[config.mk]
export PLATFORM = sky130hd
export DESIGN_NAME = format_integer_field_flat
export DESIGN_NICKNAME = d
export VERILOG_FILES = /design/src/rtl/fif_pkg.sv /design/src/rtl/fif_if.sv /design/src/rtl/format_integer_field.sv /design/src/flat_wrapper.sv
export SDC_FILE = /design/constraint.sdc
export NUM_CORES = 1
export LEC_CHECK = 0
export ABC_AREA = 1
export BUFFER_PORTS_ARGS = -buffer_cell sky130_fd_sc_hd__buf_2
export CELL_PAD_IN_SITES_DETAIL_PLACEMENT = 0
export CELL_PAD_IN_SITES_GLOBAL_PLACEMENT = 1
export CORE_ASPECT_RATIO = 2
export CORE_MARGIN = 5
export CORE_UTILIZATION = 30
export CTS_BUF_LIST = sky130_fd_sc_hd__clkbuf_4 sky130_fd_sc_hd__clkbuf_8
export DETAILED_ROUTE_END_ITERATION = 12
export PLACE_DENSITY_LB_ADDON = 0.1
export SETUP_SLACK_MARGIN = 0.05
export SLEW_MARGIN = 5
export SYNTH_ARGS = -nofsm -noshare
export SYNTH_HDL_FRONTEND = slang
export SYNTH_SLANG_ARGS = --single-unit
[constraint.sdc]
create_clock -name clock -period 5.85 [get_ports clock]
set_input_delay 0.2925 -clock clock [delete_from_list [all_inputs] [get_ports clock]]
set_output_delay 0.2925 -clock clock [all_outputs]
set_load 0.005 [all_outputs]
[src/rtl/fif_pkg.sv]
// ----------------------------------------------------------------------------
// Integer field formatter package
// Shared types, codes and character constants for the integer formatter.
// ----------------------------------------------------------------------------
package fif_pkg;

   // Default for the saturation point of the minimum field width.
   localparam int MAX_WIDTH_DEFAULT = 62;

   // Most characters one request may produce.
   localparam int OUT_LIMIT = 64;

   // Field widths of the request and response payloads.
   localparam int OP_W    = 3;
   localparam int LEN_W   = 2;
   localparam int VALUE_W = 64;
   localparam int FW_W    = 6;
   localparam int CHAR_W  = 8;

   // Digit register: 22 four-bit digit slots, enough for 64-bit octal.
   localparam int DIGIT_SLOTS = 22;
   localparam int DIGIT_BITS  = 4 * DIGIT_SLOTS;
   localparam int CNT_W       = 5;

   // Digit counts of the three number bases.
   localparam logic [CNT_W-1:0] DIGITS_DEC = 5'd20;
   localparam logic [CNT_W-1:0] DIGITS_HEX = 5'd16;
   localparam logic [CNT_W-1:0] DIGITS_OCT = 5'd22;

   // Conversion kinds.
   localparam logic [OP_W-1:0] OP_SDEC  = 3'd0;
   localparam logic [OP_W-1:0] OP_UDEC  = 3'd1;
   localparam logic [OP_W-1:0] OP_HEXL  = 3'd2;
   localparam logic [OP_W-1:0] OP_HEXU  = 3'd3;
   localparam logic [OP_W-1:0] OP_OCT   = 3'd4;
   localparam logic [OP_W-1:0] OP_PTR   = 3'd5;

   // Length kinds.
   localparam logic [LEN_W-1:0] LEN_INT = 2'd0;

   // Fixed characters.
   localparam logic [CHAR_W-1:0] CH_ZERO  = 8'h30;
   localparam logic [CHAR_W-1:0] CH_X     = 8'h78;
   localparam logic [CHAR_W-1:0] CH_SPACE = 8'h20;
   localparam logic [CHAR_W-1:0] CH_PLUS  = 8'h2b;
   localparam logic [CHAR_W-1:0] CH_MINUS = 8'h2d;

   // Digit character tables.
   localparam logic [CHAR_W-1:0] DIGITS_LOWER [16] = '{
      8'h30, 8'h31, 8'h32, 8'h33, 8'h34, 8'h35, 8'h36, 8'h37,
      8'h38, 8'h39, 8'h61, 8'h62, 8'h63, 8'h64, 8'h65, 8'h66 };
   localparam logic [CHAR_W-1:0] DIGITS_UPPER [16] = '{
      8'h30, 8'h31, 8'h32, 8'h33, 8'h34, 8'h35, 8'h36, 8'h37,
      8'h38, 8'h39, 8'h41, 8'h42, 8'h43, 8'h44, 8'h45, 8'h46 };

   typedef enum logic [3:0] {
      ST_IDLE,
      ST_DABBLE,
      ST_SKIP,
      ST_EMIT_ZERO,
      ST_EMIT_X,
      ST_PAD_LEAD,
      ST_SIGN,
      ST_PAD_ZERO,
      ST_DIGITS,
      ST_PAD_TRAIL
   } state_type;

   function automatic logic [CHAR_W-1:0] digit_char(input logic [3:0] digit,
                                                     input logic       upper);
      digit_char = upper ? DIGITS_UPPER[digit] : DIGITS_LOWER[digit];
   endfunction

endpackage

[src/rtl/fif_if.sv]
// ----------------------------------------------------------------------------
// Integer field formatter channels
// Valid/ready channels for format requests and for output characters.
// ----------------------------------------------------------------------------
interface fif_req_if;
   logic                          valid;
   logic                          ready;
   logic [fif_pkg::OP_W-1:0]      operation;
   logic [fif_pkg::LEN_W-1:0]     length_kind;
   logic [fif_pkg::VALUE_W-1:0]   value;
   logic                          left_align;
   logic                          zero_fill;
   logic                          plus_sign;
   logic                          space_sign;
   logic [fif_pkg::FW_W-1:0]      field_width;

   modport source (
      output valid, operation, length_kind, value, left_align, zero_fill,
             plus_sign, space_sign, field_width,
      input  ready
   );
   modport sink (
      input  valid, operation, length_kind, value, left_align, zero_fill,
             plus_sign, space_sign, field_width,
      output ready
   );
endinterface

interface fif_rsp_if;
   logic                          valid;
   logic                          ready;
   logic [fif_pkg::CHAR_W-1:0]    character;
   logic                          last_char;

   modport source (
      output valid, character, last_char,
      input  ready
   );
   modport sink (
      input  valid, character, last_char,
      output ready
   );
endinterface

[src/rtl/format_integer_field.sv]
// ----------------------------------------------------------------------------
// Integer field formatter
// Turns one integer conversion request into its ASCII text, one character
// per response transfer, with the final character of the field marked.
// ----------------------------------------------------------------------------
// A request transfer carries the conversion kind, the length kind, the flags,
// the minimum width and the 64-bit argument; the block then sends the text of
// the field as a run of response transfers, one character each, the last one
// flagged with last_char. Requests are taken one at a time: req ready is high
// only while no field is in progress. Hex and octal digits come straight from
// the argument bits; decimal goes through a bit-serial binary-to-BCD
// converter that takes one argument bit per cycle and converts every bit
// before any output. Leading zero digits are then dropped one per cycle (up
// to 19 digits for decimal, 15 for hex, 21 for octal), and after that the
// characters leave at one per cycle as long as the sink keeps taking them.
// Padding and sign phases with nothing to send are passed through without
// output. A request with an unused kind is accepted and produces no
// characters.
// ----------------------------------------------------------------------------
module format_integer_field #(
   parameter int MAX_WIDTH = fif_pkg::MAX_WIDTH_DEFAULT
) (
   input logic     clock,
   input logic     reset,
   fif_req_if.sink   req_chan,
   fif_rsp_if.source rsp_chan
);
   import fif_pkg::*;

   localparam logic [7:0] MAX_W8 = 8'(MAX_WIDTH);
   localparam logic [6:0] LIMIT7 = 7'(OUT_LIMIT);

   // Control and working registers.
   state_type               state_ff, state_in;
   logic [DIGIT_BITS-1:0]   digit_ff, digit_in;
   logic [VALUE_W-1:0]      mag_ff, mag_in;
   logic [5:0]              bitcnt_ff, bitcnt_in;
   logic [CNT_W-1:0]        cnt_ff, cnt_in;
   logic                    upper_ff, upper_in;
   logic                    ptr_ff, ptr_in;
   logic                    left_ff, left_in;
   logic                    zf_ff, zf_in;
   logic                    has_prefix_ff, has_prefix_in;
   logic [CHAR_W-1:0]       prefix_ff, prefix_in;
   logic [FW_W-1:0]         width_ff, width_in;
   logic [FW_W-1:0]         pad_ff, pad_in;
   logic [6:0]              remain_ff, remain_in;

   // Output register.
   logic                    rsp_valid_ff, rsp_valid_in;
   logic [CHAR_W-1:0]       rsp_char_ff, rsp_char_in;
   logic                    rsp_last_ff, rsp_last_in;

   // Load-time values.
   logic [VALUE_W-1:0]      narrow_val;
   logic [VALUE_W-1:0]      load_mag;
   logic                    load_neg;
   logic [FW_W-1:0]         width_sat;
   logic [VALUE_W+1:0]      oct_val;
   logic [DIGIT_BITS-1:0]   oct_digits;

   // Double-dabble adjusted digits.
   logic [DIGIT_BITS-1:0]   dabble_adj;

   // Field length figures computed when the digit count is known.
   logic [FW_W-1:0]         body_len;
   logic [FW_W-1:0]         span_len;
   logic [6:0]              out_total;

   logic                    out_free;
   logic                    emit;
   logic [CHAR_W-1:0]       emit_char;
   logic [3:0]              top_digit;

   assign req_chan.ready     = (state_ff == ST_IDLE);
   assign rsp_chan.valid     = rsp_valid_ff;
   assign rsp_chan.character = rsp_char_ff;
   assign rsp_chan.last_char = rsp_last_ff;

   assign out_free  = !rsp_valid_ff || rsp_chan.ready;
   assign top_digit = digit_ff[DIGIT_BITS-1 -: 4];

   // Narrowing, sign handling, width saturation and octal digit split of the incoming request.
   always_comb begin
      if (req_chan.operation == OP_PTR) begin
         narrow_val = req_chan.value;
      end else if (req_chan.length_kind == LEN_INT) begin
         if (req_chan.operation == OP_SDEC) begin
            narrow_val = {{32{req_chan.value[31]}}, req_chan.value[31:0]};
         end else begin
            narrow_val = {32'b0, req_chan.value[31:0]};
         end
      end else begin
         narrow_val = req_chan.value;
      end
      load_neg = (req_chan.operation == OP_SDEC) && narrow_val[VALUE_W-1];
      load_mag = load_neg ? (VALUE_W'(0) - narrow_val) : narrow_val;
      if ({2'b0, req_chan.field_width} > MAX_W8) begin
         width_sat = MAX_W8[FW_W-1:0];
      end else begin
         width_sat = req_chan.field_width;
      end
      oct_val = {2'b0, load_mag};
      for (int j = 0; j < DIGIT_SLOTS; j++) begin
         oct_digits[4*j +: 4] = {1'b0, oct_val[3*j +: 3]};
      end
   end

   // The add-3 part of one shift-and-add-3 step: every BCD digit of five or more gets three.
   always_comb begin
      for (int j = 0; j < DIGIT_SLOTS; j++) begin
         if (digit_ff[4*j +: 4] >= 4'd5) begin
            dabble_adj[4*j +: 4] = digit_ff[4*j +: 4] + 4'd3;
         end else begin
            dabble_adj[4*j +: 4] = digit_ff[4*j +: 4];
         end
      end
   end

   // Length of sign plus digits, the padded span and the capped total.
   always_comb begin
      body_len = FW_W'(cnt_ff) + FW_W'(has_prefix_ff);
      span_len = (width_ff > body_len) ? width_ff : body_len;
      out_total = {1'b0, span_len} + (ptr_ff ? 7'd2 : 7'd0);
      if (out_total > LIMIT7) begin
         out_total = LIMIT7;
      end
   end

   always_comb begin
      state_in      = state_ff;
      digit_in      = digit_ff;
      mag_in        = mag_ff;
      bitcnt_in     = bitcnt_ff;
      cnt_in        = cnt_ff;
      upper_in      = upper_ff;
      ptr_in        = ptr_ff;
      left_in       = left_ff;
      zf_in         = zf_ff;
      has_prefix_in = has_prefix_ff;
      prefix_in     = prefix_ff;
      width_in      = width_ff;
      pad_in        = pad_ff;
      remain_in     = remain_ff;
      emit          = 1'b0;
      emit_char     = CH_SPACE;

      case (state_ff)
         ST_IDLE: begin
            if (req_chan.valid && (req_chan.operation <= OP_PTR)) begin
               mag_in        = load_mag;
               upper_in      = (req_chan.operation == OP_HEXU);
               ptr_in        = (req_chan.operation == OP_PTR);
               left_in       = req_chan.left_align;
               zf_in         = req_chan.zero_fill;
               width_in      = width_sat;
               bitcnt_in     = '1;
               has_prefix_in = 1'b0;
               prefix_in     = CH_SPACE;
               if (req_chan.operation == OP_SDEC) begin
                  if (load_neg) begin
                     has_prefix_in = 1'b1;
                     prefix_in     = CH_MINUS;
                  end else if (req_chan.plus_sign) begin
                     has_prefix_in = 1'b1;
                     prefix_in     = CH_PLUS;
                  end else if (req_chan.space_sign) begin
                     has_prefix_in = 1'b1;
                     prefix_in     = CH_SPACE;
                  end
               end
               case (req_chan.operation)
                  OP_SDEC, OP_UDEC: begin
                     digit_in = '0;
                     cnt_in   = DIGITS_DEC;
                     state_in = ST_DABBLE;
                  end
                  OP_OCT: begin
                     digit_in = oct_digits;
                     cnt_in   = DIGITS_OCT;
                     state_in = ST_SKIP;
                  end
                  default: begin
                     // Hex kinds and pointers: sixteen digits at the top.
                     digit_in = {load_mag, (DIGIT_BITS - VALUE_W)'(0)};
                     cnt_in   = DIGITS_HEX;
                     state_in = ST_SKIP;
                  end
               endcase
            end
         end

         ST_DABBLE: begin
            // The BCD digits sit in the upper twenty slots; the argument's
            // top bit shifts into the lowest of them.
            digit_in = {dabble_adj[DIGIT_BITS-2:8], mag_ff[VALUE_W-1], 8'b0};
            mag_in   = {mag_ff[VALUE_W-2:0], 1'b0};
            bitcnt_in = bitcnt_ff - 6'd1;
            if (bitcnt_ff == '0) begin
               state_in = ST_SKIP;
            end
         end

         ST_SKIP: begin
            if ((cnt_ff != 5'd1) && (top_digit == 4'd0)) begin
               digit_in = {digit_ff[DIGIT_BITS-5:0], 4'b0};
               cnt_in   = cnt_ff - 5'd1;
            end else begin
               pad_in    = (width_ff > body_len) ? (width_ff - body_len) : '0;
               remain_in = out_total;
               state_in  = ptr_ff ? ST_EMIT_ZERO : ST_PAD_LEAD;
            end
         end

         ST_EMIT_ZERO: begin
            if (out_free) begin
               emit      = 1'b1;
               emit_char = CH_ZERO;
               state_in  = ST_EMIT_X;
            end
         end

         ST_EMIT_X: begin
            if (out_free) begin
               emit      = 1'b1;
               emit_char = CH_X;
               state_in  = ST_PAD_LEAD;
            end
         end

         ST_PAD_LEAD: begin
            if (!left_ff && !zf_ff && (pad_ff != '0)) begin
               if (out_free) begin
                  emit      = 1'b1;
                  emit_char = CH_SPACE;
                  pad_in    = pad_ff - 6'd1;
               end
            end else begin
               state_in = ST_SIGN;
            end
         end

         ST_SIGN: begin
            if (has_prefix_ff) begin
               if (out_free) begin
                  emit      = 1'b1;
                  emit_char = prefix_ff;
                  state_in  = ST_PAD_ZERO;
               end
            end else begin
               state_in = ST_PAD_ZERO;
            end
         end

         ST_PAD_ZERO: begin
            if (!left_ff && zf_ff && (pad_ff != '0)) begin
               if (out_free) begin
                  emit      = 1'b1;
                  emit_char = CH_ZERO;
                  pad_in    = pad_ff - 6'd1;
               end
            end else begin
               state_in = ST_DIGITS;
            end
         end

         ST_DIGITS: begin
            if (out_free) begin
               emit      = 1'b1;
               emit_char = digit_char(top_digit, upper_ff);
               digit_in  = {digit_ff[DIGIT_BITS-5:0], 4'b0};
               cnt_in    = cnt_ff - 5'd1;
               if (cnt_ff == 5'd1) begin
                  state_in = ST_PAD_TRAIL;
               end
            end
         end

         ST_PAD_TRAIL: begin
            if (left_ff && (pad_ff != '0)) begin
               if (out_free) begin
                  emit      = 1'b1;
                  emit_char = CH_SPACE;
                  pad_in    = pad_ff - 6'd1;
               end
            end else begin
               state_in = ST_IDLE;
            end
         end

         default: begin
            state_in = ST_IDLE;
         end
      endcase

      // The remaining-character count ends the field, which also cuts off
      // an overlong field at the output limit.
      if (emit) begin
         remain_in = remain_ff - 7'd1;
         if (remain_ff == 7'd1) begin
            state_in = ST_IDLE;
         end
      end
   end

   always_comb begin
      rsp_valid_in = rsp_valid_ff;
      rsp_char_in  = rsp_char_ff;
      rsp_last_in  = rsp_last_ff;
      if (emit) begin
         rsp_valid_in = 1'b1;
         rsp_char_in  = emit_char;
         rsp_last_in  = (remain_ff == 7'd1);
      end else if (rsp_chan.ready) begin
         rsp_valid_in = 1'b0;
      end
   end

   always_ff @(posedge clock) begin
      if (reset) begin
         state_ff     <= ST_IDLE;
         rsp_valid_ff <= 1'b0;
      end else begin
         state_ff     <= state_in;
         rsp_valid_ff <= rsp_valid_in;
      end
   end

   always_ff @(posedge clock) begin
      digit_ff      <= digit_in;
      mag_ff        <= mag_in;
      bitcnt_ff     <= bitcnt_in;
      cnt_ff        <= cnt_in;
      upper_ff      <= upper_in;
      ptr_ff        <= ptr_in;
      left_ff       <= left_in;
      zf_ff         <= zf_in;
      has_prefix_ff <= has_prefix_in;
      prefix_ff     <= prefix_in;
      width_ff      <= width_in;
      pad_ff        <= pad_in;
      remain_ff     <= remain_in;
      rsp_char_ff   <= rsp_char_in;
      rsp_last_ff   <= rsp_last_in;
   end

endmodule
[src/flat_wrapper.sv]
// flat-port wrapper written by rule: the top's interface ports become plain ports
module format_integer_field_flat import fif_pkg::*;
#(
   parameter int MAX_WIDTH = fif_pkg::MAX_WIDTH_DEFAULT
)
  (clock, reset, req_chan_valid, req_chan_operation, req_chan_length_kind, req_chan_value, req_chan_left_align, req_chan_zero_fill, req_chan_plus_sign, req_chan_space_sign, req_chan_field_width, req_chan_ready, rsp_chan_valid, rsp_chan_character, rsp_chan_last_char, rsp_chan_ready);
  fif_req_if req_chan_i ();
  fif_rsp_if rsp_chan_i ();
  input logic clock;
  input logic reset;
  input wire logic [$bits(req_chan_i.valid)-1:0] req_chan_valid;
  input wire logic [$bits(req_chan_i.operation)-1:0] req_chan_operation;
  input wire logic [$bits(req_chan_i.length_kind)-1:0] req_chan_length_kind;
  input wire logic [$bits(req_chan_i.value)-1:0] req_chan_value;
  input wire logic [$bits(req_chan_i.left_align)-1:0] req_chan_left_align;
  input wire logic [$bits(req_chan_i.zero_fill)-1:0] req_chan_zero_fill;
  input wire logic [$bits(req_chan_i.plus_sign)-1:0] req_chan_plus_sign;
  input wire logic [$bits(req_chan_i.space_sign)-1:0] req_chan_space_sign;
  input wire logic [$bits(req_chan_i.field_width)-1:0] req_chan_field_width;
  output wire logic [$bits(req_chan_i.ready)-1:0] req_chan_ready;
  output wire logic [$bits(rsp_chan_i.valid)-1:0] rsp_chan_valid;
  output wire logic [$bits(rsp_chan_i.character)-1:0] rsp_chan_character;
  output wire logic [$bits(rsp_chan_i.last_char)-1:0] rsp_chan_last_char;
  input wire logic [$bits(rsp_chan_i.ready)-1:0] rsp_chan_ready;
  assign req_chan_i.valid = req_chan_valid;
  assign req_chan_i.operation = req_chan_operation;
  assign req_chan_i.length_kind = req_chan_length_kind;
  assign req_chan_i.value = req_chan_value;
  assign req_chan_i.left_align = req_chan_left_align;
  assign req_chan_i.zero_fill = req_chan_zero_fill;
  assign req_chan_i.plus_sign = req_chan_plus_sign;
  assign req_chan_i.space_sign = req_chan_space_sign;
  assign req_chan_i.field_width = req_chan_field_width;
  assign req_chan_ready = req_chan_i.ready;
  assign rsp_chan_valid = rsp_chan_i.valid;
  assign rsp_chan_character = rsp_chan_i.character;
  assign rsp_chan_last_char = rsp_chan_i.last_char;
  assign rsp_chan_i.ready = rsp_chan_ready;
  format_integer_field #(.MAX_WIDTH(MAX_WIDTH)) u_core (.clock(clock), .reset(reset), .req_chan(req_chan_i), .rsp_chan(rsp_chan_i));
endmodule
=== Word level (Yosys, flattened, before mapping) ===
Memory sizes are Yosys's and may differ from the RTL's.
Index checks and enable logic that the tools add are counted.

* Flip-flop bits (word level): 209
* Memory bits (read-only): 256
* Bits of input ports: 83
* Output and inout bits: 11
* Logic and storage cells: 225
* Memories kept: 2

{| class="wikitable"
|+ Memory list
! memory !! words !! width !! rd ports !! clocked after Yosys merged registers in !! write ports !! RTL line !! source
|-
| (name not given) || 16 || 8 || 1 || 0 || 0 || fif_pkg.sv:71 || <nowiki>digit_char = upper ? DIGITS_UPPER[digit] : DIGITS_LOWER[digit];</nowiki>
|-
| (name not given) || 16 || 8 || 1 || 0 || 0 || fif_pkg.sv:71 ||
|}

* Add/subtract/negate cells: 28
* Magnitude comparators: 25
* Equal/unequal tests: 24
* Muxes and demuxes: 93
* Bitwise gates (word level): 2
* Reduce and logical (&&, ||, !) cells: 33

{| class="wikitable"
|+ Operators with widths
! operator !! number
|-
| one-hot mux 88 bit (4 select lines) || 1
|-
| 2-to-1 mux 64 bit || 5
|-
| 2-to-1 mux 88 bit || 3
|-
| one-hot mux 88 bit (2 select lines) || 1
|-
| 2-to-1 mux 4 bit || 35
|-
| one-hot mux 64 bit (2 select lines) || 1
|-
| greater-or-equal comparator 4 x 3 -> 1 bit, second input constant || 20
|-
| adder 4 x 2 -> 4 bit, second input constant || 19
|-
| 2-to-1 mux 8 bit || 9
|-
| subtractor 1 x 64 -> 64 bit, first input constant || 1
|-
| 2-to-1 mux 6 bit || 8
|-
| one-hot mux 4 bit (10 select lines) || 1
|-
| one-hot mux 8 bit (5 select lines) || 1
|-
| 2-to-1 mux 7 bit || 5
|-
| one-hot mux 6 bit (4 select lines) || 1
|-
| 2-to-1 mux 5 bit || 4
|-
| == test 4 x 3 -> 1 bit, second input constant || 4
|-
| one-hot mux 5 bit (3 select lines) || 1
|-
| != test 2 x 1 -> 1 bit, second input constant || 7
|-
| one-hot mux 6 bit (2 select lines) || 1
|-
| subtractor 6 x 1 -> 6 bit, second input constant || 2
|-
| 2-to-1 mux 1 bit || 10
|-
| == test 4 x 2 -> 1 bit, second input constant || 2
|-
| == test 4 bit, second input constant || 2
|-
| 41 further kinds || 61
|}

=== Depth between registers and ports, before layout ===
Gate-level depths: netlist (run 1).

* Word-level depth: 9
* Mapped depth: 21
* Depth with buffers taken out: 20

=== Least setup slack after synthesis (run 1) ===
Ideal clock, no wire load.

* Kind: register to register
* Start point: register u_core.state_ff[0]
* End point: register u_core.digit_ff[0], enable pin
* Library setup time: 559 ps
* Arrival time: 5352 ps
* Required time: 5291 ps
* Setup slack: -60 ps
* Cell stages (with the launch flop): 8
* Buffers on the path: 0
* Period minus slack after synthesis: 5910 ps
* Path through: dfxtp_1 -> nor2_1 -> inv_1 -> nor3_1 -> nor2_1 -> inv_2 -> nor2_2 -> a21oi_1

* Longest elaborated chain between the ends: 3
* Elaborated cells on any way between the ends: 9
* Those cells by class: eq/ne (6); reduce/logical (3)

{| class="wikitable"
|+ RTL lines
! what !! RTL line !! source
|-
| from (decl) || format_integer_field.sv:34 || <nowiki>state_type state_ff, state_in;</nowiki>
|-
| from (signal assigned) || format_integer_field.sv:324 || <nowiki>state_ff <= state_in;</nowiki>
|-
| == test 4 x 1 -> 1 bit, or another cell as far along || format_integer_field.sv:148 || <nowiki>case (state_ff)</nowiki>
|-
| nonzero test 4 bit (no line) / != test 2 x 1 -> 1 bit (equally long branches) || n/a ||
|-
| AND reduction 4 bit (no line) (*) || n/a ||
|-
| to (signal assigned) || format_integer_field.sv:330 || <nowiki>digit_ff <= digit_in;</nowiki>
|-
| to (decl) || format_integer_field.sv:35 || <nowiki>logic [DIGIT_BITS-1:0] digit_ff, digit_in;</nowiki>
|}

Every way passes the cells marked *; elsewhere a longest branch is shown, timed or not.
A chain may end at the register's enable or synchronous reset.

=== Worst setup path in the final report (run 1) ===
* Start point: register u_core.has_prefix_ff
* End point: register u_core.remain_ff[5], data pin

* Longest elaborated chain between the ends: 9
* Elaborated cells on any way between the ends: 11
* Those cells by class: add/sub (2); order compare (2); mux (7)

{| class="wikitable"
|+ RTL lines
! what !! RTL line !! source
|-
| from (decl) || format_integer_field.sv:43 || <nowiki>logic has_prefix_ff, has_prefix_in;</nowiki>
|-
| from (signal assigned) || format_integer_field.sv:338 || <nowiki>has_prefix_ff <= has_prefix_in;</nowiki>
|-
| adder 5 x 1 -> 6 bit || format_integer_field.sv:122 || <nowiki>body_len = FW_W'(cnt_ff) + FW_W'(has_prefix_ff);</nowiki>
|-
| > comparator 6 bit || format_integer_field.sv:123 || <nowiki>span_len = (width_ff > body_len) ? width_ff : body_len;</nowiki>
|-
| 2-to-1 mux 6 bit || format_integer_field.sv:123 ||
|-
| adder 6 x 7 -> 7 bit || format_integer_field.sv:124 || <nowiki>out_total = {1'b0, span_len} + (ptr_ff ? 7'd2 : 7'd0);</nowiki>
|-
| > comparator 7 bit || format_integer_field.sv:125 || <nowiki>if (out_total > LIMIT7) begin</nowiki>
|-
| 2-to-1 mux 7 bit || format_integer_field.sv:125 ||
|-
| 2-to-1 mux 7 bit || format_integer_field.sv:205 || <nowiki>if ((cnt_ff != 5'd1) && (top_digit == 4'd0)) begin</nowiki>
|-
| 2-to-1 mux 7 bit || format_integer_field.sv:148 ||
|-
| 2-to-1 mux 7 bit (*) || format_integer_field.sv:298 || <nowiki>if (emit) begin</nowiki>
|-
| net u_core.remain_in[5] || format_integer_field.sv:47 || <nowiki>logic [6:0] remain_ff, remain_in;</nowiki>
|-
| to (signal assigned) || format_integer_field.sv:342 || <nowiki>remain_ff <= remain_in;</nowiki>
|-
| to (decl) || format_integer_field.sv:47 ||
|}

Mark *: on every way through the listed nets, which the timed path passes. The rest lies on a longest branch. The select of a mux whose other input is x is not followed.

==> summary.md, run 1 <==
| Metric | Value |
|---|---|
| Share of cells above drive strength 1 | 0.1147 |
| DP HPWL | 41430 um |
| Setup TNS | 0 ns |
| Fin. max-slew vios | 0 |
| Crit-path slowest cell | edfxtp_1 |
| Min-Delay Path Class | in2reg |
| Post-synthesis register bit count | 201 |
| Clk pin slew, worst setup/hold paths | 0.06 ns |
| RSZ-0062 raised after global routing | no |
| Starting Density | 0.3037 |
| Hold Vio Cnt, Final | 0 |
| Seq pwr share | 0.385 |
| Switch Pwr | 0.003419 W |
| Largest net degree at the start of global routing | 64 |
| Post-synthesis cell type count | 61 |
| DRT Wirelength | 54380 um |
| Drt via density | 5.043 |
| Num ports | 94 |
| DRT iter0 DRCs | 626 |
| Post-synth top area cell | edfxtp_1 |
| Grt total ovfl | 0 |
| Ys Warns | 0 |
| Synth Instances | 1845 |
| Vias in the first global route | 13789 |
| Post-synth top area share | 0.4080 |
| Total clock sinks | 201 |
| CTS tree | built |
| Crit Path Category | reg2reg |
| CP cell instances | ha_1 > ha_1 > nand3_1 > xor2_1 > ha_1 > nand2_1 > inv_1 > nand4_1 > nand3_1 > nand2_2 > nand2_1 > o21ai_0 > ha_1 > ha_1 > or2_2 > nor2_1 > nand2_1 > nand3_1 > nand2_1 > nand2_1 |
| Initial antenna violation count | 1 |
| Worst Max-Slew Pin Slew | 0.9303 ns |
| Part of the cycle the worst path needs | 0.6662 |
| Synth area leaders | edfxtp_1, nand2_1, inv_1 |
| CTS Buffer Depth | 3 |
| Crit path DAT | 4.31 ns |
| Worst slew margin | 0.3784 |
| Nets | 2080 |
| Num CTS Buffers | 36 |
| Worst Path Max Fanout | 15 |
| Postcts setup bufs | 0 |
| Fmax | 256.6 MHz |
| WP buf/inv | 1 |
| Die height | 320.1 um |
| Hold_buf cts | 9 |
| First-pass GRT wire length | 81190 um |
| Post-cts resize count | 0 |
| Total GRT Usage | 0.2044 |
| Mean post-synth cell area | 7.818 sq um |
| H-tree levels | 2 |
| Core area | 47510 sq um |
| Die area | 52840 sq um |
| Required @ worst endpoint | 6.26 ns |
| Min Tclk post-route | 3.898 ns |
| Crit start category | flip-flop |
| Post-synth top flop | edfxtp_1 |
| Final ANT Viol Nets | 0 |
| Synth Net Count | 1990 |
| Async SR Flop Fraction | 0 |
| Pwr Total | 0.007736 W |
| Max_cap viols | 0 |
| Row count | 113 |
| Int Pwr | 0.004317 W |
| Width of the die | 165.1 um |
| Delay-heaviest family, CP | simple AND/OR/NAND/NOR gates |
| DR DRC count | 0 |
| Gate power share | 0.431 |
| Max VDD drop | 0.1718 mV |
| Routability cong. | 0.8434 |
| Most frequent cell after synthesis | nand2_1 |
| Sequential area share after synthesis | 0.4150 |
| Synth Cell Area | 14430 sq um |
| Clock root buffer | clkbuf_8 |
| Crit path capture type | flip-flop |
| Status | finished clean |
| Drt wl/cell | 20.96 um |
| Via count | 13082 |
| Final Setup Violations | 0 |
| Layout Area Growth over Synthesis | 13.28% |
| CP peak stage delay | 0.50 ns |
| P_leak | 6.860 nW |
| IO Port Bufs | 92 |
| Worst-skew pair later-pin latency | 0.57 ns |
| Post-synth EDFFs | 196 |
| Skew final | 0.02402 ns |
| Switching Share | 0.4420 |
| Pwr dens | 473.4 nW/um^2 |
| Most instantiated cells after synthesis | nand2_1, inv_1, edfxtp_1, nor2_1, o21ai_0 |
| Drt pass-1 iters | 5 |
| Clock Power Share | 0.183 |
[state kept, by name, indices dropped and copies added, names as in the netlist, 3 cells and up]
| register | flops |
|---|---|
| u_core.bitcnt_ff | 6 |
| u_core.cnt_ff | 5 |
| u_core.digit_ff | 86 |
| u_core.mag_ff | 64 |
| u_core.pad_ff | 6 |
| u_core.prefix_ff | 3 |
| u_core.remain_ff | 7 |
| u_core.rsp_chan.character | 7 |
| u_core.state_ff | 4 |
| u_core.width_ff | 6 |
[worst register-to-register path, stage by stage, from the launching register on]
cell and delay, ns:
edfxtp_1 0.50, ha_1 0.29, ha_1 0.24, nand3_1 0.10
xor2_1 0.28, ha_1 0.32, nand2_1 0.08, inv_1 0.07
nand4_1 0.09, nand3_1 0.15, nand2_2 0.25, nand2_1 0.08
o21ai_0 0.11, ha_1 0.28, ha_1 0.27, or2_2 0.27
nor2_1 0.10, nand2_1 0.06, nand3_1 0.11, nand2_1 0.07
nand2_1 0.06
[cell type report]
type / instances / area, sq um
fillers: 5206 / 31160
repair buffers: 117 / 683.2
clock inverters: 19 / 163.9
clock buffers: 45 / 569.3
flip-flops and latches: 201 / 5986
well taps: 632 / 790.8
multi-input cells: 1339 / 7241
inverters: 240 / 904.6
diodes: 1 / 2.502
[power groups by stage]
stage / Clock [W] / Combinational (W) / Sequential [W]
floorplan: 0 / 0.00231 / 0.00288
global placement: 0 / 0.00334 / 0.00300
detailed placement: 0 / 0.00336 / 0.00300
CTS: 0.00147 / 0.00338 / 0.00298
global route: 0.00152 / 0.00377 / 0.00305
finish: 0.00142 / 0.00334 / 0.00298
[final timing paths]
check	slack, ns	endpoint	startpoint	depth (start not counted)
worst max-delay path	1.95	u_core.remain_ff[5]	u_core.has_prefix_ff	20
worst min-delay path	0.12	u_core.upper_ff	req_chan_operation[2]	2
worst max register to register	1.95	u_core.remain_ff[5]	u_core.has_prefix_ff	20
worst min register to register	0.53	u_core.mag_ff[50]	u_core.mag_ff[49]	2
[metal layers]
layer / GRT usage / part of all wire / vias up
met5: 0 / 0 / -
met4: 0.1021 / 0.054 / 0
met3: 0.02262 / 0.032 / 111
met2: 0.4026 / 0.56 / 295
met1: 0.2045 / 0.35 / 6220
li1: - / - / 6456
[cell usage in the layout, fill, tap and decap left out, drive strengths merged, types with 2 or more instances in the layout]
cell type	n
a31oi	3
o22ai	11
clkinvlp	2
o221ai	24
clkinv	16
or2	10
nand3b	12
bufinv	3
nand4	32
o211ai	17
dfxtp	5
dlygate4sd3	9
inv	238
nand3	155
xnor2	8
nor4	6
clkbuf	45
o21ai	169
xor2	60
ha	61
nor2	182
o21bai	8
buf	108
a22oi	9
edfxtp	196
o2111ai	10
nor3	27
o31ai	4
o32ai	5
a21oi	76
nand2	439
[per-stage QoR]
stage                     cell area (sq um)  utilization  setup WS [ns]  instances  hold slack [ns]
after global routing                  16340       0.3440          1.551       2594           0.1078
after detailed placement              15510       0.3266          1.941       2520           0.4746
after floorplan                       14430            -          1.880       1845           0.3616
final                                 16340       0.3440          1.952       2594           0.1248
after global placement                15510       0.3266          1.972       2520           0.4748
after CTS                             16340       0.3439          1.925       2593          0.07634
[kinds of logic after synthesis]
logic type,share of synthesized area
buffers and inverters,0.08570
flip-flops,0.4150
AO/OA/AOI/OAI,0.1408
AND/OR/NAND/NOR,0.2627
XOR/XNOR,0.04129
other,0.0002600
adder cells (fa/ha/maj),0.05430
Power figures use the tool's default switching activity.
==> run 2, diff against run 1 <==
==> constraint.sdc (replaced) <==
create_clock -name clock -period 3.9 [get_ports clock]
set_input_delay 0.195 -clock clock [delete_from_list [all_inputs] [get_ports clock]]
set_output_delay 0.195 -clock clock [all_outputs]
set_load 0.005 [all_outputs]
==> run 2 against run 1 <==
Effect of this change: highest routed layer unchanged; die area stayed put; critical endpoint is now u_core.remain_ff[2]; design area is 0.45% higher; sequential share of layout area is 0.16 points lower; core utilization is 0.16 points higher; hold slack worse by 0.095 ns; largest cell class unchanged.
==> summary.md, run 2 (synthesis gave the netlist of run 1 again) <==
| Metric | Value |
|---|---|
| CTS Buffer Depth | 3 (unchanged) |
| Most used cell, CP | nand2_1 |
| Reg-to-Reg Start | u_core.has_prefix_ff |
| Drt wl/cell | 20.50 um (-2.2%) |
| Drt pass-1 iters | 5 (unchanged) |
| Crit Path Category | reg2reg |
| Worst Path Max Fanout | 5 (-10) |
| Min-Delay Path Class | in2reg |
| Min Tclk post-route | 3.610 ns (-0.2872 ns) |
| Int Pwr | 0.006353 W (+47%) |
| Finished Layout Cells | 2609 (+0.58%) |
| Pwr dens | 695.3 nW/um^2 (+47%) |
| Die height | 320.1 um (unchanged) |
| Crit start category | flip-flop |
| Top reg by flops | u_core.digit_ff |
| Num ports | 94 (unchanged) |
| Nets | 2097 (+0.82%) |
| Initial antenna violation count | 1 (unchanged) |
| Seq pwr share | 0.391 (+0.006) |
| Num CTS Buffers | 36 (unchanged) |
| Max VDD drop | 0.5448 mV (+220%) |
| Crit path from | u_core.has_prefix_ff |
| Starting Density | 0.3037 (unchanged) |
| Part of the cycle the worst path needs | 0.9257 (+0.2595) |
| Largest net degree at the start of global routing | 133 (+110%) |
| RSZ-0062 raised after global routing | no |
| Total clock sinks | 201 (unchanged) |
| Gate power share | 0.437 (+0.006) |
| Largest register FFs | 86 (unchanged) |
| Required @ worst endpoint | 4.31 ns (-1.95 ns) |
| DR DRC count | 0 (unchanged) |
| Clk pin slew, worst setup/hold paths | 0.06 ns (about the same) |
| WL met2 | 29540 um (-3.3%) |
| CP cell instances | ha_2 > ha_1 > nand3_1 > xor2_2 > ha_1 > nand2_1 > inv_1 > nand4_1 > nand3_1 > nand2_2 > o21ai_0 > ha_2 > ha_1 > or2_2 > nor2_1 > nand2_1 > nand3_1 > nand2_1 > nand2_1 |
| Hold path startpoint | req_chan_operation[2] |
| First-pass GRT wire length | 79970 um (-1.5%) |
| Worst-skew pair later-pin latency | 0.56 ns (about the same) |
| DP HPWL | 40500 um (-2.3%) |
| CTS tree | built |
| Final Setup Violations | 0 (unchanged) |
| Final ANT Viol Nets | 0 (unchanged) |
| Worst Max-Slew Pin Slew | 1.114 ns (+0.1835 ns) |
| Inst Count DP | 2535 (+0.60%) |
| Clock Power Share | 0.172 (-0.011) |
| Commonest non-fill, non-tap cells in the layout | nand2_1, inv_1, edfxtp_1 |
| Share of cells above drive strength 1 | 0.1230 (+0.008238) |
| P_leak | 6.918 nW (+0.86%) |
| Total GRT Usage | 0.2003 (-0.004073) |
| Layout Area Growth over Synthesis | 13.79% |
| Fmax | 277.0 MHz (+8.0%) |
| DRT Wirelength | 53490 um (-1.6%) |
| Skew final | 0.03206 ns (+0.008038 ns) |
| Status | finished clean |
| Row count | 113 (unchanged) |
| Switch Pwr | 0.005060 W (+48%) |
| WL met3 | 1616 um (-5.7%) |
| Met1 wire length | 19230 um (+0.20%) |
| Width of the die | 165.1 um (unchanged) |
| Fillers | 5203 (-0.058%) |
| Hold Vio Cnt, Final | 0 (unchanged) |
| Die area | 52840 sq um (unchanged) |
| Core area | 47510 sq um (unchanged) |
| Vias in the first global route | 13517 (-2.0%) |
| Clock root buffer | clkbuf_8 |
| Switching Share | 0.4434 (+0.001408) |
| Max_cap viols | 0 (unchanged) |
| Grt total ovfl | 0 (unchanged) |
| Largest regs | u_core.digit_ff: 86 flops, u_core.mag_ff: 64 flops |
| DRT iter0 DRCs | 657 (+5.0%) |
| IO Port Bufs | 92 (unchanged) |
| Routability cong. | 0.8463 (+0.34%) |
| Most common cell after layout, fill and taps aside | nand2_1 |
| Crit path DAT | 4.02 ns (-0.29 ns) |
| CP peak stage delay | 0.47 ns (-0.03 ns) |
| Crit-path slowest cell | edfxtp_1 |
| Fin. max-slew vios | 0 (unchanged) |
| Setup TNS | 0 ns (unchanged) |
| Uppermost layer routed | met4 |
| Drt via density | 5.034 (-0.17%) |
| Via count | 13135 (+0.41%) |
| Worst slew margin | 0.2574 (-0.1210) |
| Crit path capture type | flip-flop |
| H-tree levels | 2 (unchanged) |
run 2: routing by layer:
metal  vias to the layer above  global-route usage
met3                       113             0.02223
met5                         -                   0
met4                         0              0.1038
met2                       292              0.3895
li1                       6485                   -
met1                      6245              0.2033
run 2: layout make-up:
cell class | instances | area (sq um) | area share
antenna | 1 | 2.502 | 0.0001525
multi-input combinational | 1339 | 7253 | 0.4419
sequential | 201 | 5986 | 0.3647
timing repair buffer | 134 | 813.3 | 0.04955
inverter | 240 | 904.6 | 0.05511
clock buffer | 48 | 604.3 | 0.03682
tap | 632 | 790.8 | 0.04817
clock inverter | 14 | 60.06 | 0.003659
run 2: power groups by stage:
stage	Combinational [W]	Sequential (W)	Clock, W
2_1_floorplan	0.00348	0.00429	0
3_3_place_gp	0.00499	0.00449	0
3_5_place_dp	0.00502	0.00449	0
4_1_cts	0.00506	0.00446	0.00205
5_1_grt	0.00565	0.00457	0.00211
6_report	0.00499	0.00446	0.00196
run 2: timing repair:
item                       CTS  global route
buffers inserted             0             1
setup endpoints to repair    0             3
gates resized for setup      0             3
hold endpoints to repair    10             0
hold buffers                10             0
run 2: stage by stage:
| stage | utilization | worst slack (ns) | instance area (sq um) | total power (W) | hold slack [ns] |
|---|---|---|---|---|---|
| after floorplan | - | 0.3333 | 14440 | 0.007767 | 0.2641 |
| after detailed placement | 0.3290 | 0.2007 | 15630 | 0.009516 | 0.3775 |
| final | 0.3455 | 0.2897 | 16410 | 0.01141 | 0.03024 |
| after CTS | 0.3451 | 0.1873 | 16390 | 0.01157 | 0.002476 |
| after global placement | 0.3290 | 0.2028 | 15630 | 0.009480 | 0.3800 |
| after global routing | 0.3455 | 0.06279 | 16410 | 0.01233 | 0.02209 |
run 2: worst paths after layout:
kind	end	slack (ns)	cells past startpoint
worst min register to register	u_core.mag_ff[2]	0.53	2
worst max-delay path	u_core.remain_ff[2]	0.29	19
worst min-delay path	u_core.upper_ff	0.03	2
worst max register to register	u_core.remain_ff[2]	0.29	19
run 2: critical path, delay by kind of cell, from the launching register on:
| kind | cells | cell delay (ns) |
|---|---|---|
| fa+ha+maj | 5 | 1.29 |
| flops | 1 | 0.47 |
| simple gates | 11 | 1.24 |
| xor+xnor | 1 | 0.19 |
| compound gates | 1 | 0.19 |
| buf+inv | 1 | 0.10 |
==> run 3, diff against run 2 <==
--- a/config.mk
+++ b/config.mk
@@ -14,9 +14,9 @@
 export CORE_UTILIZATION = 30
 export CTS_BUF_LIST = sky130_fd_sc_hd__clkbuf_4 sky130_fd_sc_hd__clkbuf_8
 export DETAILED_ROUTE_END_ITERATION = 12
+export GPL_TIMING_DRIVEN = 1
 export PLACE_DENSITY_LB_ADDON = 0.1
 export SETUP_SLACK_MARGIN = 0.05
-export SLEW_MARGIN = 5
 export SYNTH_ARGS = -nofsm -noshare
 export SYNTH_HDL_FRONTEND = slang
 export SYNTH_SLANG_ARGS = --single-unit
==> constraint.sdc (replaced) <==
create_clock -name clock -period 4.4 [get_ports clock]
set_input_delay 0.22 -clock clock [delete_from_list [all_inputs] [get_ports clock]]
set_output_delay 0.22 -clock clock [all_outputs]
set_load 0.005 [all_outputs]
==> run 3 against run 2 <==
Effect of this change: combinational power is 12% lower; hold slack better by 0.026 ns; core utilization down 0.20 points; critical path depth increased by 1; critical path type unchanged; largest cell class unchanged.
==> summary.md, run 3 (synthesis gave the netlist of run 1 again) <==
| Metric | Value |
|---|---|
| Max_cap viols | 0 (unchanged) |
| Max VDD drop | 0.3610 mV (-34%) |
| Hold_ws | 0.05609 ns (+0.02584 ns) |
| Final Core Density | 0.3435 (-0.002028) |
| Top reg by flops | u_core.digit_ff |
| Grt total ovfl | 0 (unchanged) |
| Final ANT Viol Nets | 0 (unchanged) |
| Final WS setup | 0.5453 ns (+0.2557 ns) |
| Drt via density | 4.997 (-0.74%) |
| Nets | 2083 (-0.67%) |
| Num ports | 94 (unchanged) |
| Crit start category | flip-flop |
| Core area | 47510 sq um (unchanged) |
| Crit-path slowest cell | edfxtp_1 |
| Share of cells above drive strength 1 | 0.1161 (-0.006827) |
| Crit Path Category | reg2reg |
| Min-Delay Path Class | in2reg |
| Pwr dens | 618.7 nW/um^2 (-11%) |
| Commonest non-fill, non-tap cells in the layout | nand2_1, inv_1, edfxtp_1 |
| DRT iter0 DRCs | 670 (+2.0%) |
| WP buf/inv | 1 (unchanged) |
| Via count | 12973 (-1.2%) |
| Hold Path End | u_core.upper_ff |
| CP peak stage delay | 0.47 ns (about the same) |
| Reg-to-Reg Start | u_core.has_prefix_ff |
| Row count | 113 (unchanged) |
| Reg-to-reg endpoint | u_core.remain_ff[3] |
| Setup TNS | 0 ns (unchanged) |
| Clock root buffer | clkbuf_8 |
| Total clock sinks | 201 (unchanged) |
| Place WS | 0.4618 ns (+0.2611 ns) |
| Pwr Total | 0.01010 W (-12%) |
| RSZ-0062 raised after global routing | no |
| Width of the die | 165.1 um (unchanged) |
| Worst reg2reg path depth | 20 (+1) |
| Required @ worst endpoint | 4.82 ns (+0.51 ns) |
| Final Setup Violations | 0 (unchanged) |
| Largest regs | u_core.digit_ff: 86 flops, u_core.mag_ff: 64 flops |
| Min Tclk post-route | 3.855 ns (+0.2443 ns) |
| Starting Density | 0.3037 (unchanged) |
| DRT Wirelength | 53010 um (-0.90%) |
| Worst Path Max Fanout | 15 (+10) |
| First-pass GRT wire length | 79650 um (-0.40%) |
| CTS Buffer Depth | 3 (unchanged) |
| IO Port Bufs | 92 (unchanged) |
| Post-cts resize count | 0 (unchanged) |
| Crit path capture type | flip-flop |
| DR DRC count | 0 (unchanged) |
| Fmax | 259.4 MHz (-6.3%) |
| Layout Area Growth over Synthesis | 13.12% |
| Hold path startpoint | req_chan_operation[2] |
| Skew final | 0.04548 ns (+0.01342 ns) |
| H-tree levels | 2 (unchanged) |
| Worst slew margin | 0.4392 (+0.1817) |
| Initial antenna violation count | 1 (unchanged) |
| Die area | 52840 sq um (unchanged) |
| Drt pass-1 iters | 5 (unchanged) |
| Drt wl/cell | 20.42 um (-0.41%) |
| Clk pin slew, worst setup/hold paths | 0.06 ns (about the same) |
| Area of the multi-input gates | 7241 sq um (-0.17%) |
| Largest register FFs | 86 (unchanged) |
| Die height | 320.1 um (unchanged) |
| Hold Vio Cnt, Final | 0 (unchanged) |
| P_leak | 6.866 nW (-0.75%) |
| Worst Max-Slew Pin Slew | 0.8412 ns (-0.2726 ns) |
| Fillers | 5176 (-0.52%) |
| Crit path DAT | 4.28 ns (+0.26 ns) |
| Num CTS Buffers | 35 (-2.8%) |
| Vias in the first global route | 13434 (-0.61%) |
| Routability cong. | 0.8576 (+1.3%) |
| CP cell instances | ha_1 > ha_1 > nand3_1 > xor2_1 > ha_1 > nand2_1 > inv_1 > nand4_1 > nand3_1 > nand2_2 > nand2_1 > o21ai_0 > ha_1 > ha_1 > or2_2 > nor2_1 > nand2_1 > nand3_1 > nand2_1 > nand2_1 |
| Hold_buf cts | 9 (-1) |
| Most common cell after layout, fill and taps aside | nand2_1 |
| Worst hold path depth | 2 (unchanged) |
| Delay-heaviest family, CP | simple AND/OR/NAND/NOR gates |
| CTS tree | built |
| Total GRT Usage | 0.1990 (-0.001272) |
| Postcts setup bufs | 0 (unchanged) |
| Largest net degree at the start of global routing | 84 (-37%) |
| Flip-flop and latch area | 5986 sq um (unchanged) |
| Worst-skew pair later-pin latency | 0.58 ns (+0.02 ns) |
| FF-to-FF setup slack | 0.55 ns (+0.26 ns) |
| Part of the cycle the worst path needs | 0.8761 (-0.04967) |
| DP HPWL | 40420 um (-0.18%) |
| Fin. max-slew vios | 0 (unchanged) |
| Status | finished clean |
run 3: worst register-to-register path: stages, from the launching register on:
cell and delay [ns]:
edfxtp_1 0.47, ha_1 0.29, ha_1 0.24, nand3_1 0.10
xor2_1 0.25, ha_1 0.31, nand2_1 0.08, inv_1 0.06
nand4_1 0.10, nand3_1 0.15, nand2_2 0.26, nand2_1 0.08
o21ai_0 0.12, ha_1 0.28, ha_1 0.27, or2_2 0.27
nor2_1 0.10, nand2_1 0.06, nand3_1 0.11, nand2_1 0.07
nand2_1 0.06
run 3: worst max-delay path by stage:
stage	cells past startpoint	end	slack (ns)	startpoint
4_1_cts	20	u_core.remain_ff[3]	0.54	u_core.has_prefix_ff
3_5_place_dp	15	u_core.digit_ff[64]	0.46	req_chan_value[0]
6_report	20	u_core.remain_ff[3]	0.55	u_core.has_prefix_ff
3_3_place_gp	15	u_core.digit_ff[64]	0.51	req_chan_value[0]
5_1_grt	20	u_core.remain_ff[3]	0.22	u_core.has_prefix_ff
2_1_floorplan	7	u_core.digit_ff[0]	0.43	u_core.state_ff[0]
run 3: cell type report:
class,count,share of cell area
clock buffer,52,0.03926
multi-input combinational,1339,0.4437
antenna,1,0.0001534
sequential,201,0.3668
timing repair buffer,121,0.04370
tap,632,0.04846
inverter,240,0.05544
clock inverter,10,0.002454
run 3: per-stage QoR:
step	std cells	instance area, sq um
2_1_floorplan	1845	14430
3_3_place_gp	2524	15540
3_5_place_dp	2524	15540
4_1_cts	2595	16320
5_1_grt	2596	16320
6_report	2596	16320
run 3: layer usage:
| metal | global-route usage | part of all wire | vias to the layer above |
|---|---|---|---|
| met2 | 0.3944 | 0.57 | 279 |
| li1 | - | - | 6458 |
| met3 | 0.01773 | 0.026 | 107 |
| met4 | 0.09584 | 0.050 | 0 |
| met5 | 0 | 0 | - |
| met1 | 0.2014 | 0.36 | 6129 |
run 3: where the power goes:
group | internal (W) | switching (W)
Sequential | 0.00338 | 0.000570
Combinational | 0.00132 | 0.00305
Clock | 0.000928 | 0.000843
